File: src/rtl/core/pcst_pkg.sv
`default_nettype none

package pcst_pkg;

    // input command codes
    localparam logic [2:0] CMD_TICK    = 3'd0;
    localparam logic [2:0] CMD_CREATE  = 3'd1;
    localparam logic [2:0] CMD_RELEASE = 3'd2;
    localparam logic [2:0] CMD_PLAY    = 3'd3;
    localparam logic [2:0] CMD_PAUSE   = 3'd4;
    localparam logic [2:0] CMD_STOP    = 3'd5;
    localparam logic [2:0] CMD_SETLOOP = 3'd6;
    localparam logic [2:0] CMD_QUERY   = 3'd7;

    // deferred channel states
    localparam logic [2:0] ST_STOPPED   = 3'd0;
    localparam logic [2:0] ST_STOPPLAY  = 3'd1;
    localparam logic [2:0] ST_PAUSED    = 3'd2;
    localparam logic [2:0] ST_PAUSEPLAY = 3'd3;
    localparam logic [2:0] ST_PLAYING   = 3'd4;
    localparam logic [2:0] ST_STOPPING  = 3'd5;
    localparam logic [2:0] ST_PAUSING   = 3'd6;
    localparam logic [2:0] ST_RESTART   = 3'd7;

    // result actions
    localparam logic [2:0] ACT_ACK     = 3'd0;
    localparam logic [2:0] ACT_START   = 3'd1;
    localparam logic [2:0] ACT_STOP    = 3'd2;
    localparam logic [2:0] ACT_PAUSE   = 3'd3;
    localparam logic [2:0] ACT_RESTART = 3'd4;
    localparam logic [2:0] ACT_QUERY   = 3'd5;

    // listener notifications
    localparam logic [1:0] NT_NONE    = 2'd0;
    localparam logic [1:0] NT_STOPPED = 2'd1;
    localparam logic [1:0] NT_PAUSED  = 2'd2;

    // controller to datapath commands
    typedef struct packed {
        logic accept;
        logic step_cmd;
        logic step_chan;
        logic step_final;
    } t_dp_cmd;

    // datapath to controller status
    typedef struct packed {
        logic is_tick;
        logic cur_valid;
        logic idx_last;
        logic out_free;
    } t_dp_stat;

endpackage

`default_nettype wire

File: src/rtl/core/pcst_ctrl.sv
`default_nettype none

module pcst_ctrl
    import pcst_pkg::*;
(
    input  wire logic     i_clk,
    input  wire logic     i_rst_n,
    input  wire logic     i_valid,
    output logic          o_stall,
    output t_dp_cmd       o_cmd,
    input  wire t_dp_stat i_stat
);

    localparam logic [1:0] S_IDLE  = 2'd0;
    localparam logic [1:0] S_EXEC  = 2'd1;
    localparam logic [1:0] S_FINAL = 2'd2;

    logic [1:0] r_state;
    logic [1:0] n_state;

    // sequencing of one item
    always_comb begin
        n_state = r_state;
        o_cmd   = '0;
        case (r_state)
            S_IDLE: begin
                if (i_valid) begin
                    o_cmd.accept = 1'b1;
                    n_state      = S_EXEC;
                end
            end
            S_EXEC: begin
                if (!i_stat.is_tick) begin
                    if (i_stat.out_free) begin
                        o_cmd.step_cmd = 1'b1;
                        n_state        = S_IDLE;
                    end
                end else if (i_stat.out_free || !i_stat.cur_valid) begin
                    o_cmd.step_chan = 1'b1;
                    if (i_stat.idx_last) begin
                        n_state = S_FINAL;
                    end
                end
            end
            S_FINAL: begin
                if (i_stat.out_free) begin
                    o_cmd.step_final = 1'b1;
                    n_state          = S_IDLE;
                end
            end
            default: begin
                n_state = S_IDLE;
            end
        endcase
    end

    assign o_stall = (r_state != S_IDLE);

    always_ff @(posedge i_clk) begin
        if (!i_rst_n) begin
            r_state <= S_IDLE;
        end else begin
            r_state <= n_state;
        end
    end

endmodule

`default_nettype wire

File: src/rtl/core/pcst_datapath.sv
`default_nettype none

module pcst_datapath
    import pcst_pkg::*;
#(
    parameter int CHANNELS  = 16,
    parameter int TIME_BITS = 24
) (
    input  wire logic        i_clk,
    input  wire logic        i_rst_n,
    input  wire t_dp_cmd     i_cmd,
    output t_dp_stat         o_stat,
    input  wire logic [2:0]  i_cmd_code,
    input  wire logic [3:0]  i_slot,
    input  wire logic [15:0] i_elapsed_ms,
    input  wire logic [23:0] i_length_ms,
    input  wire logic        i_loop_flag,
    input  wire logic        i_has_listener,
    output logic             o_valid,
    input  wire logic        i_stall,
    output logic [3:0]       o_out_slot,
    output logic [2:0]       o_action,
    output logic [1:0]       o_notify,
    output logic [2:0]       o_out_state,
    output logic             o_out_looped,
    output logic             o_out_valid,
    output logic             o_last
);

    localparam int IDX_W  = (CHANNELS > 1) ? $clog2(CHANNELS) : 1;
    localparam int SX_W   = (IDX_W > 4) ? IDX_W : 4;
    localparam int LX_W   = (TIME_BITS > 24) ? TIME_BITS : 24;
    localparam int CD_W   = TIME_BITS + 1;
    localparam int DF_W   = ((TIME_BITS > 16) ? TIME_BITS : 16) + 2;
    localparam int WORD_W = CD_W + TIME_BITS + 5;
    localparam int LEN_LO = CD_W;
    localparam int LIS_B  = CD_W + TIME_BITS;
    localparam int LOOP_B = CD_W + TIME_BITS + 1;
    localparam logic signed [DF_W-1:0] CD_FLOOR =
        ~((DF_W'(1) << TIME_BITS) - DF_W'(1));

    // captured item
    logic [2:0]           r_cmd;
    logic [3:0]           r_slot;
    logic [15:0]          r_elapsed;
    logic [TIME_BITS-1:0] r_len;
    logic                 r_loop;
    logic                 r_lis;
    logic                 r_slot_ok;
    logic [IDX_W-1:0]     r_idx;

    // channel table
    logic [WORD_W-1:0]    mem [CHANNELS];
    logic [WORD_W-1:0]    r_rd;
    logic [CHANNELS-1:0]  r_chan_valid;

    // output register
    logic                 r_ov;
    logic [3:0]           r_o_slot;
    logic [2:0]           r_o_action;
    logic [1:0]           r_o_notify;
    logic [2:0]           r_o_state;
    logic                 r_o_looped;
    logic                 r_o_valid;
    logic                 r_o_last;

    logic [SX_W-1:0]      slot_x;
    logic [SX_W-1:0]      idx_x;
    logic [LX_W-1:0]      len_x;
    logic [IDX_W-1:0]     idx_inc;
    logic [IDX_W-1:0]     raddr;
    logic                 re;
    logic                 cur_valid;
    logic                 out_free;
    logic                 load;

    logic [2:0]           rd_state;
    logic                 rd_loop;
    logic                 rd_lis;
    logic [TIME_BITS-1:0] rd_len;
    logic signed [CD_W-1:0] rd_cd;
    logic signed [DF_W-1:0] cd_x;
    logic signed [DF_W-1:0] el_x;
    logic signed [DF_W-1:0] diff;
    logic signed [DF_W-1:0] sat;

    logic [2:0]           w_state;
    logic                 w_loop;
    logic                 w_lis;
    logic [TIME_BITS-1:0] w_len;
    logic [CD_W-1:0]      w_cd;
    logic                 we;
    logic                 set_valid;
    logic                 clr_valid;
    logic [3:0]           n_o_slot;
    logic [2:0]           n_o_action;
    logic [1:0]           n_o_notify;
    logic [2:0]           n_o_state;
    logic                 n_o_looped;
    logic                 n_o_valid;
    logic                 n_o_last;

    // index and slot conversions
    assign slot_x  = SX_W'(i_slot);
    assign idx_x   = SX_W'(r_idx);
    assign len_x   = LX_W'(i_length_ms);
    assign idx_inc = r_idx + IDX_W'(1);
    assign raddr   = i_cmd.accept
                   ? ((i_cmd_code == CMD_TICK) ? '0 : slot_x[IDX_W-1:0])
                   : idx_inc;
    assign re      = i_cmd.accept || (i_cmd.step_chan && !o_stat.idx_last);

    // status to controller
    assign cur_valid       = r_chan_valid[r_idx];
    assign out_free        = !r_ov || !i_stall;
    assign o_stat.is_tick  = (r_cmd == CMD_TICK);
    assign o_stat.cur_valid = cur_valid;
    assign o_stat.idx_last = (r_idx == IDX_W'(CHANNELS - 1));
    assign o_stat.out_free = out_free;

    // item capture and scan index
    always_ff @(posedge i_clk) begin
        if (i_cmd.accept) begin
            r_cmd     <= i_cmd_code;
            r_slot    <= i_slot;
            r_elapsed <= i_elapsed_ms;
            r_len     <= len_x[TIME_BITS-1:0];
            r_loop    <= i_loop_flag;
            r_lis     <= i_has_listener;
            r_slot_ok <= ({28'd0, i_slot} < 32'(CHANNELS));
        end
        if (i_cmd.accept || i_cmd.step_chan) begin
            r_idx <= raddr;
        end
    end

    // table fields of the entry read
    assign rd_state = r_rd[WORD_W-1 -: 3];
    assign rd_loop  = r_rd[LOOP_B];
    assign rd_lis   = r_rd[LIS_B];
    assign rd_len   = r_rd[LEN_LO +: TIME_BITS];
    assign rd_cd    = r_rd[CD_W-1:0];

    // countdown with saturation at the floor
    assign cd_x = DF_W'(rd_cd);
    assign el_x = DF_W'(r_elapsed);
    assign diff = cd_x - el_x;
    assign sat  = (diff < CD_FLOOR) ? CD_FLOOR : diff;

    // command and settle logic
    always_comb begin
        w_state    = rd_state;
        w_loop     = rd_loop;
        w_lis      = rd_lis;
        w_len      = rd_len;
        w_cd       = rd_cd;
        we         = 1'b0;
        set_valid  = 1'b0;
        clr_valid  = 1'b0;
        n_o_slot   = r_slot;
        n_o_action = ACT_ACK;
        n_o_notify = NT_NONE;
        n_o_state  = ST_STOPPED;
        n_o_looped = 1'b0;
        n_o_valid  = 1'b0;
        n_o_last   = 1'b1;
        if (i_cmd.step_final) begin
            n_o_slot  = 4'd0;
            n_o_valid = 1'b1;
        end else if (i_cmd.step_chan) begin
            // tick visit of one channel
            n_o_slot = idx_x[3:0];
            n_o_last = 1'b0;
            we       = cur_valid;
            case (rd_state)
                ST_STOPPLAY, ST_PAUSEPLAY: begin
                    w_state    = ST_PLAYING;
                    w_cd       = signed'({1'b0, rd_len});
                    n_o_action = ACT_START;
                end
                ST_PLAYING: begin
                    if (!rd_loop) begin
                        w_cd = sat[CD_W-1:0];
                        if (sat <= 0) begin
                            w_state    = ST_STOPPED;
                            n_o_action = ACT_STOP;
                            n_o_notify = rd_lis ? NT_STOPPED : NT_NONE;
                        end
                    end
                end
                ST_STOPPING: begin
                    w_state    = ST_STOPPED;
                    n_o_action = ACT_STOP;
                    n_o_notify = rd_lis ? NT_STOPPED : NT_NONE;
                end
                ST_PAUSING: begin
                    w_state    = ST_PAUSED;
                    n_o_action = ACT_PAUSE;
                    n_o_notify = rd_lis ? NT_PAUSED : NT_NONE;
                end
                ST_RESTART: begin
                    w_state    = ST_PLAYING;
                    n_o_action = ACT_RESTART;
                    n_o_notify = rd_lis ? NT_STOPPED : NT_NONE;
                end
                default: begin
                end
            endcase
            n_o_state  = w_state;
            n_o_looped = rd_loop;
            n_o_valid  = 1'b1;
        end else if (!r_slot_ok) begin
            // out of range slot, ignored
        end else if (r_cmd == CMD_CREATE) begin
            w_state   = ST_STOPPED;
            w_loop    = 1'b0;
            w_lis     = r_lis;
            w_len     = r_len;
            w_cd      = '0;
            we        = 1'b1;
            set_valid = 1'b1;
            n_o_valid = 1'b1;
        end else if (!cur_valid) begin
            // channel not created, ignored
        end else if (r_cmd == CMD_RELEASE) begin
            clr_valid  = 1'b1;
            n_o_action = ACT_STOP;
            n_o_valid  = 1'b1;
        end else begin
            case (r_cmd)
                CMD_PLAY: begin
                    case (rd_state)
                        ST_STOPPED:  w_state = ST_STOPPLAY;
                        ST_PAUSED:   w_state = ST_PAUSEPLAY;
                        ST_STOPPING: w_state = ST_RESTART;
                        ST_PAUSING:  w_state = ST_PLAYING;
                        default:     w_state = rd_state;
                    endcase
                    we = 1'b1;
                end
                CMD_PAUSE: begin
                    case (rd_state)
                        ST_STOPPLAY:  w_state = ST_STOPPED;
                        ST_PAUSEPLAY: w_state = ST_PAUSED;
                        ST_PLAYING:   w_state = ST_PAUSING;
                        ST_RESTART:   w_state = ST_STOPPING;
                        default:      w_state = rd_state;
                    endcase
                    we = 1'b1;
                end
                CMD_STOP: begin
                    if (rd_state == ST_STOPPLAY) begin
                        w_state = ST_STOPPED;
                    end else if (rd_state != ST_STOPPED && rd_state != ST_STOPPING) begin
                        w_state = ST_STOPPING;
                    end
                    we = 1'b1;
                end
                CMD_SETLOOP: begin
                    w_loop = r_loop;
                    we     = 1'b1;
                end
                CMD_QUERY: begin
                    n_o_action = ACT_QUERY;
                end
                default: begin
                end
            endcase
            n_o_state  = w_state;
            n_o_looped = w_loop;
            n_o_valid  = 1'b1;
        end
    end

    assign load = i_cmd.step_cmd || i_cmd.step_final || (i_cmd.step_chan && cur_valid);

    // channel table memory, one write and one registered read
    always_ff @(posedge i_clk) begin
        if (we && (i_cmd.step_cmd || i_cmd.step_chan)) begin
            mem[r_idx] <= {w_state, w_loop, w_lis, w_len, w_cd};
        end
        if (re) begin
            r_rd <= mem[raddr];
        end
    end

    // channel valid bits
    always_ff @(posedge i_clk) begin
        if (!i_rst_n) begin
            r_chan_valid <= '0;
        end else if (i_cmd.step_cmd) begin
            if (set_valid) begin
                r_chan_valid[r_idx] <= 1'b1;
            end else if (clr_valid) begin
                r_chan_valid[r_idx] <= 1'b0;
            end
        end
    end

    // output register
    always_ff @(posedge i_clk) begin
        if (!i_rst_n) begin
            r_ov <= 1'b0;
        end else if (load) begin
            r_ov <= 1'b1;
        end else if (!i_stall) begin
            r_ov <= 1'b0;
        end
    end

    always_ff @(posedge i_clk) begin
        if (load) begin
            r_o_slot   <= n_o_slot;
            r_o_action <= n_o_action;
            r_o_notify <= n_o_notify;
            r_o_state  <= n_o_state;
            r_o_looped <= n_o_looped;
            r_o_valid  <= n_o_valid;
            r_o_last   <= n_o_last;
        end
    end

    assign o_valid      = r_ov;
    assign o_out_slot   = r_o_slot;
    assign o_action     = r_o_action;
    assign o_notify     = r_o_notify;
    assign o_out_state  = r_o_state;
    assign o_out_looped = r_o_looped;
    assign o_out_valid  = r_o_valid;
    assign o_last       = r_o_last;

endmodule

`default_nettype wire

File: src/rtl/core/playback_channel_state_table_core.sv
// channel  | handshake          | payload
// ---------+--------------------+---------------------------------------------------
// input    | i_valid / o_stall  | i_cmd, i_slot, i_elapsed_ms, i_length_ms,
//          |                    | i_loop_flag, i_has_listener
// output   | o_valid / i_stall  | o_out_slot, o_action, o_notify, o_out_state,
//          |                    | o_out_looped, o_out_valid, o_last
//
// a command: the accepting cycle reads the table; once the output is free, the
// entry is updated and the result is loaded
// a tick: the accepting cycle reads the first channel, then the table writes back
// one channel per cycle while reading the next, as long as the output is free or
// the channel is not valid; then the closing item is loaded
// reset is synchronous, active low; the table needs no clearing pass (valid bits)
// o_stall is high from acceptance until the last result is loaded; a stalled output
// holds the scan on the current valid channel and on the closing item

`default_nettype none

module playback_channel_state_table_core
    import pcst_pkg::*;
#(
    parameter int CHANNELS  = 16,
    parameter int TIME_BITS = 24
) (
    input  wire logic        i_clk,
    input  wire logic        i_rst_n,
    input  wire logic        i_valid,
    output logic             o_stall,
    input  wire logic [2:0]  i_cmd,
    input  wire logic [3:0]  i_slot,
    input  wire logic [15:0] i_elapsed_ms,
    input  wire logic [23:0] i_length_ms,
    input  wire logic        i_loop_flag,
    input  wire logic        i_has_listener,
    output logic             o_valid,
    input  wire logic        i_stall,
    output logic [3:0]       o_out_slot,
    output logic [2:0]       o_action,
    output logic [1:0]       o_notify,
    output logic [2:0]       o_out_state,
    output logic             o_out_looped,
    output logic             o_out_valid,
    output logic             o_last
);

    t_dp_cmd  dp_cmd;
    t_dp_stat dp_stat;

    // controller
    pcst_ctrl u_ctrl (
        .i_clk   (i_clk),
        .i_rst_n (i_rst_n),
        .i_valid (i_valid),
        .o_stall (o_stall),
        .o_cmd   (dp_cmd),
        .i_stat  (dp_stat)
    );

    // channel table and result datapath
    pcst_datapath #(
        .CHANNELS  (CHANNELS),
        .TIME_BITS (TIME_BITS)
    ) u_dp (
        .i_clk          (i_clk),
        .i_rst_n        (i_rst_n),
        .i_cmd          (dp_cmd),
        .o_stat         (dp_stat),
        .i_cmd_code     (i_cmd),
        .i_slot         (i_slot),
        .i_elapsed_ms   (i_elapsed_ms),
        .i_length_ms    (i_length_ms),
        .i_loop_flag    (i_loop_flag),
        .i_has_listener (i_has_listener),
        .o_valid        (o_valid),
        .i_stall        (i_stall),
        .o_out_slot     (o_out_slot),
        .o_action       (o_action),
        .o_notify       (o_notify),
        .o_out_state    (o_out_state),
        .o_out_looped   (o_out_looped),
        .o_out_valid    (o_out_valid),
        .o_last         (o_last)
    );

endmodule

`default_nettype wire

File: config.mk
export PLATFORM = sky130hd
export DESIGN_NAME = playback_channel_state_table_core
export DESIGN_NICKNAME = d
export VERILOG_FILES = /design/src/rtl/core/pcst_pkg.sv /design/src/rtl/core/pcst_ctrl.sv /design/src/rtl/core/pcst_datapath.sv /design/src/rtl/core/playback_channel_state_table_core.sv
export SDC_FILE = /design/constraint.sdc
export NUM_CORES = 1
export LEC_CHECK = 0
export ABC_AREA = 1
export BUFFER_PORTS_ARGS = -buffer_cell sky130_fd_sc_hd__buf_2
export CAP_MARGIN = 10
export CORE_ASPECT_RATIO = 0.7
export CORE_MARGIN = 4
export CORE_UTILIZATION = 63
export DETAILED_ROUTE_END_ITERATION = 8
export PLACE_DENSITY = 0.8
export SETUP_SLACK_MARGIN = 0.1
export SYNTH_ARGS = -nofsm -noshare
export SYNTH_HDL_FRONTEND = slang
export SYNTH_HIERARCHICAL = 1
export SYNTH_SLANG_ARGS = --single-unit
File: constraint.sdc
create_clock -name i_clk -period 7.5 [get_ports i_clk]
set_clock_uncertainty 0.05 [all_clocks]
set_input_delay 0.375 -clock i_clk [delete_from_list [all_inputs] [get_ports i_clk]]
set_output_delay 0.375 -clock i_clk [all_outputs]
set_load 0.01 [all_outputs]
==> run_results.csv <==
group,metric,value,unit
critical_path,worstSetupEndpointType,"flop",
critical_path,path_max_fanout,36,
detailed_routing,routed_wl,108000,µm
floorplan,start_util,64.1,%
clock_network,path_clk_slew,60,ps
clock_network,clkLatencyLatePin,680,ps
synthesis,synth_warnings,6,
timing,hold_viol,0,
grt,overflow,0,
synthesis,syn_inst,3762,
power_and_ir_drop,powerDensity,293,nW/µm²
placement,dp_slack,2490,ps
detailed_routing,vias,29400,
critical_path,required,7730,ps
grt,grt_max_degree,232,
final_layout,finalNetCount,3915,
synthesis,syn_avg_cell_area,11.4,µm²
min_path,min_from,"i_valid",
min_path,hold_path.class,"input port to flop",
final_layout,mostFrequentLayoutCells,"edfxtp_1 (986), inv_1 (596), nand2_1 (496)",
final_layout,n_antenna_cell,0,
grt,grt_pass1_wl,163000,µm
placement,place_congestion,1.01,
power_and_ir_drop,vdd_ir_drop_max,0.229,mV
synthesis,syn_nets,3836,
critical_path,reg2reg_slack,2420,ps
clock_network,htreeDepth,3,
timing,fin_ws,2420,ps
clock_network,cts-root-buf,"clkbuf_16",
clock_network,clockBufferDepth,3,
clock_network,cts_hold_buf,49,
final_layout,layout-drive-gt1-share,8.73,%
critical_path,timing.critical_path.cells,"clkinv_1 > o21ai_0 > o22ai_1 > nand2_1 > nand4_1 > a21oi_1 > inv_1 > nor2_1 > buf_4 > inv_1 > o22ai_1 > o21ai_2 > nor2_4 > buf_4",
timing,tightest_slew,1360,ps
critical_path,cp.arrival,5310,ps
detailed_routing,ant_nets,0,
detailed_routing,wire_per_inst,22.4,µm
final_layout,final_common_cell,"edfxtp_1",
placement,port_buffers,69,
final_layout,multi_input_area,10000,µm²
timing,rsz0062_at_grt,"no",
timing,period_share,67.7,%
floorplan,die_h,227,µm
grt,grt_antenna_before_repair,1,
critical_path,slowest_delay,730,ps
clock_network,cts_buffers,90,
timing,setup_viol,0,
detailed_routing,drc,0,
timing,slew_headroom,9.41,%
placement,dp_cells,4590,
critical_path,cp_num_buf_inv,5,
critical_path,r2r_cells,14,
critical_path,cp_slowest_cell,"nor2_4",
power_and_ir_drop,p_leak,0.0181,µW
floorplan,die-area,72500,µm²
timing,drv_slew,0,
clock_network,ctsResizeCount,0,
critical_path,critPathTopFamily,"buffers and inverters",
status,outcome,"completed",
final_layout,nFillCells,4357,
placement,dpl_cell_area,44400,µm²
detailed_routing,viasPerCell,6.11,
clock_network,cts_sinks,1005,
detailed_routing,dr.first_iter.drc_count,4564,
floorplan,io_pins,70,
final_layout,area_growth,11.6,%
critical_path,critPathKind,"flop to flop",
floorplan,fp.coreArea,67000,µm²
critical_path,cp-start-kind,"flop",
synthesis,synth.yosys.seq_area_share,69.8,%
grt,grt_usage,29.5,%
final_layout,final_cells,4808,
synthesis,syn_area,43000,µm²
floorplan,core.rowCount,79,
timing,clock.fmax,197,MHz
clock_network,tritoncts,"yes",
power_and_ir_drop,p_total,14000,µW
timing,fin_tns_setup,0,ps
clock_network,post-cts-setup-buffers,0,
floorplan,die_x,320,µm
min_path,hold-path-cell-count,5,
timing,finalCriticalPeriod,5080,ps
grt,grt_pass1_vias,27700,
min_path,hold_end,"u_ctrl/r_state[0]",
final_layout,design_area,47900,µm²
placement,dp_hpwl,59300,µm
final_layout,regArea,30000,µm²
job,drv_cap,0,
detailed_routing,drt_pass1_iterations,6,
critical_path,r2r_end,"u_dp/mem[15][16]",
synthesis,ys_types,45,
critical_path,worstReg2RegStart,"u_dp/idx_x[0]",
synthesis,ys_ff_latch,1005,
-- cell type report --
cell class                      instances  share of cell area (%)
Clock buffer                          107                    4.87
Clock inverter                         61                    1.43
Inverter                              610                    4.80
Multi-Input combinational cell       1937                    20.9
Sequential cell                      1005                    62.6
Tap cell                              891                    2.33
Timing Repair Buffer                  197                    3.14
-- power breakdown --
| group | total [µW] | internal [µW] | switching (µW) |
|---|---|---|---|
| Combinational | 2600 | 704 | 1890 |
| Sequential | 6720 | 6610 | 106 |
| Clock | 4720 | 2660 | 2050 |
| Total | 14000 | 9980 | 4050 |
-- routing by layer --
| metal | up-vias | global-route usage [%] | wire length (µm) |
|---|---|---|---|
| met5 | - | 0.0654 | 0 |
| met3 | 226 | 6.69 | 13100 |
| met4 | 0 | 9.80 | 3270 |
| met2 | 1708 | 44.2 | 47600 |
| li1 | 13400 | - | - |
| met1 | 14000 | 43.5 | 43600 |
-- cell families (layout without fill, tap and decap cells) --
family / after synthesis / after routing / share of synthesized area, %
flops: 1005 / 1005 / 69.8
compound gates: 1000 / 1000 / 13.1
simple gates: 904 / 904 / 9.02
buf+inv: 820 / 975 / 7.24
fa+ha+maj: 21 / 21 / 0.629
xor+xnor: 11 / 11 / 0.224
mux: 1 / 1 / 0.0262
-- Yosys cell counts, drive strengths merged --
library cell / count / share of area [%]
or2: 1 / 0.015
fa: 1 / 0.047
clkbuf: 156 / 1.4
nor2: 85 / 0.79
edfxtp: 986 / 69
o211ai: 158 / 2.8
a32oi: 1 / 0.020
nor4: 1 / 0.015
o22ai: 30 / 0.44
o21bai: 1 / 0.017
nor3: 36 / 0.42
nand2: 506 / 4.5
xor2: 9 / 0.18
dfxtp: 19 / 0.89
o221ai: 33 / 0.67
nand4: 9 / 0.13
a211oi: 1 / 0.029
nand3: 261 / 3.0
and3: 1 / 0.015
a221oi: 2 / 0.041
buf: 54 / 0.55
ha: 20 / 0.58
a31oi: 3 / 0.044
nand3b: 4 / 0.11
a2111oi: 1 / 0.035
inv: 605 / 5.3
xnor2: 2 / 0.041
a22oi: 1 / 0.017
clkinv: 5 / 0.044
o31ai: 1 / 0.029
o21ai: 414 / 4.8
mux2: 1 / 0.026
a21oi: 354 / 4.1
-- per-stage QoR --
step                utilization [%]  hold WS, ps
finish                         71.5         72.6
global placement               66.3          473
CTS                            71.5         47.1
floorplan                         -          424
global route                   71.5         88.2
detailed placement             66.3          483
-- worst register-to-register path, delay by kind of cell, from the launching register on --
family,cells,cell delay (ps)
simple gates,4,1140
buf+inv,5,1620
flops,1,630
compound gates,5,1250
-- state kept, by name, indices dropped and copies added (netlist names), 2 cells and up, named ones only --
signal and flops:
u_dp/r_elapsed 16, u_dp/o_action 3, u_dp/o_out_slot 4, u_dp/o_notify 2
u_dp/r_cmd 3, u_ctrl/r_state 2, u_dp/r_slot 4, u_dp/r_rd 54
u_dp/idx_x 4, u_dp/mem 864, u_dp/o_out_state 3, u_dp/r_len 24
-- how the worst max path moves through the flow --
stage | from | endpoint | slack (ps) | cells after the start
2_1_floorplan | u_dp/idx_x[0] | u_dp/mem[10][0] | 950 | 14
3_3_place_gp | u_dp/idx_x[0] | u_dp/mem[15][26] | 2530 | 14
3_5_place_dp | u_dp/idx_x[0] | u_dp/mem[15][26] | 2490 | 14
4_1_cts | u_dp/idx_x[0] | u_dp/mem[15][9] | 2470 | 14
5_1_grt | u_dp/idx_x[0] | u_dp/mem[15][9] | 1980 | 14
6_report | u_dp/idx_x[0] | u_dp/mem[15][16] | 2420 | 14
No activity file was read; power rests on OpenSTA's default activity.
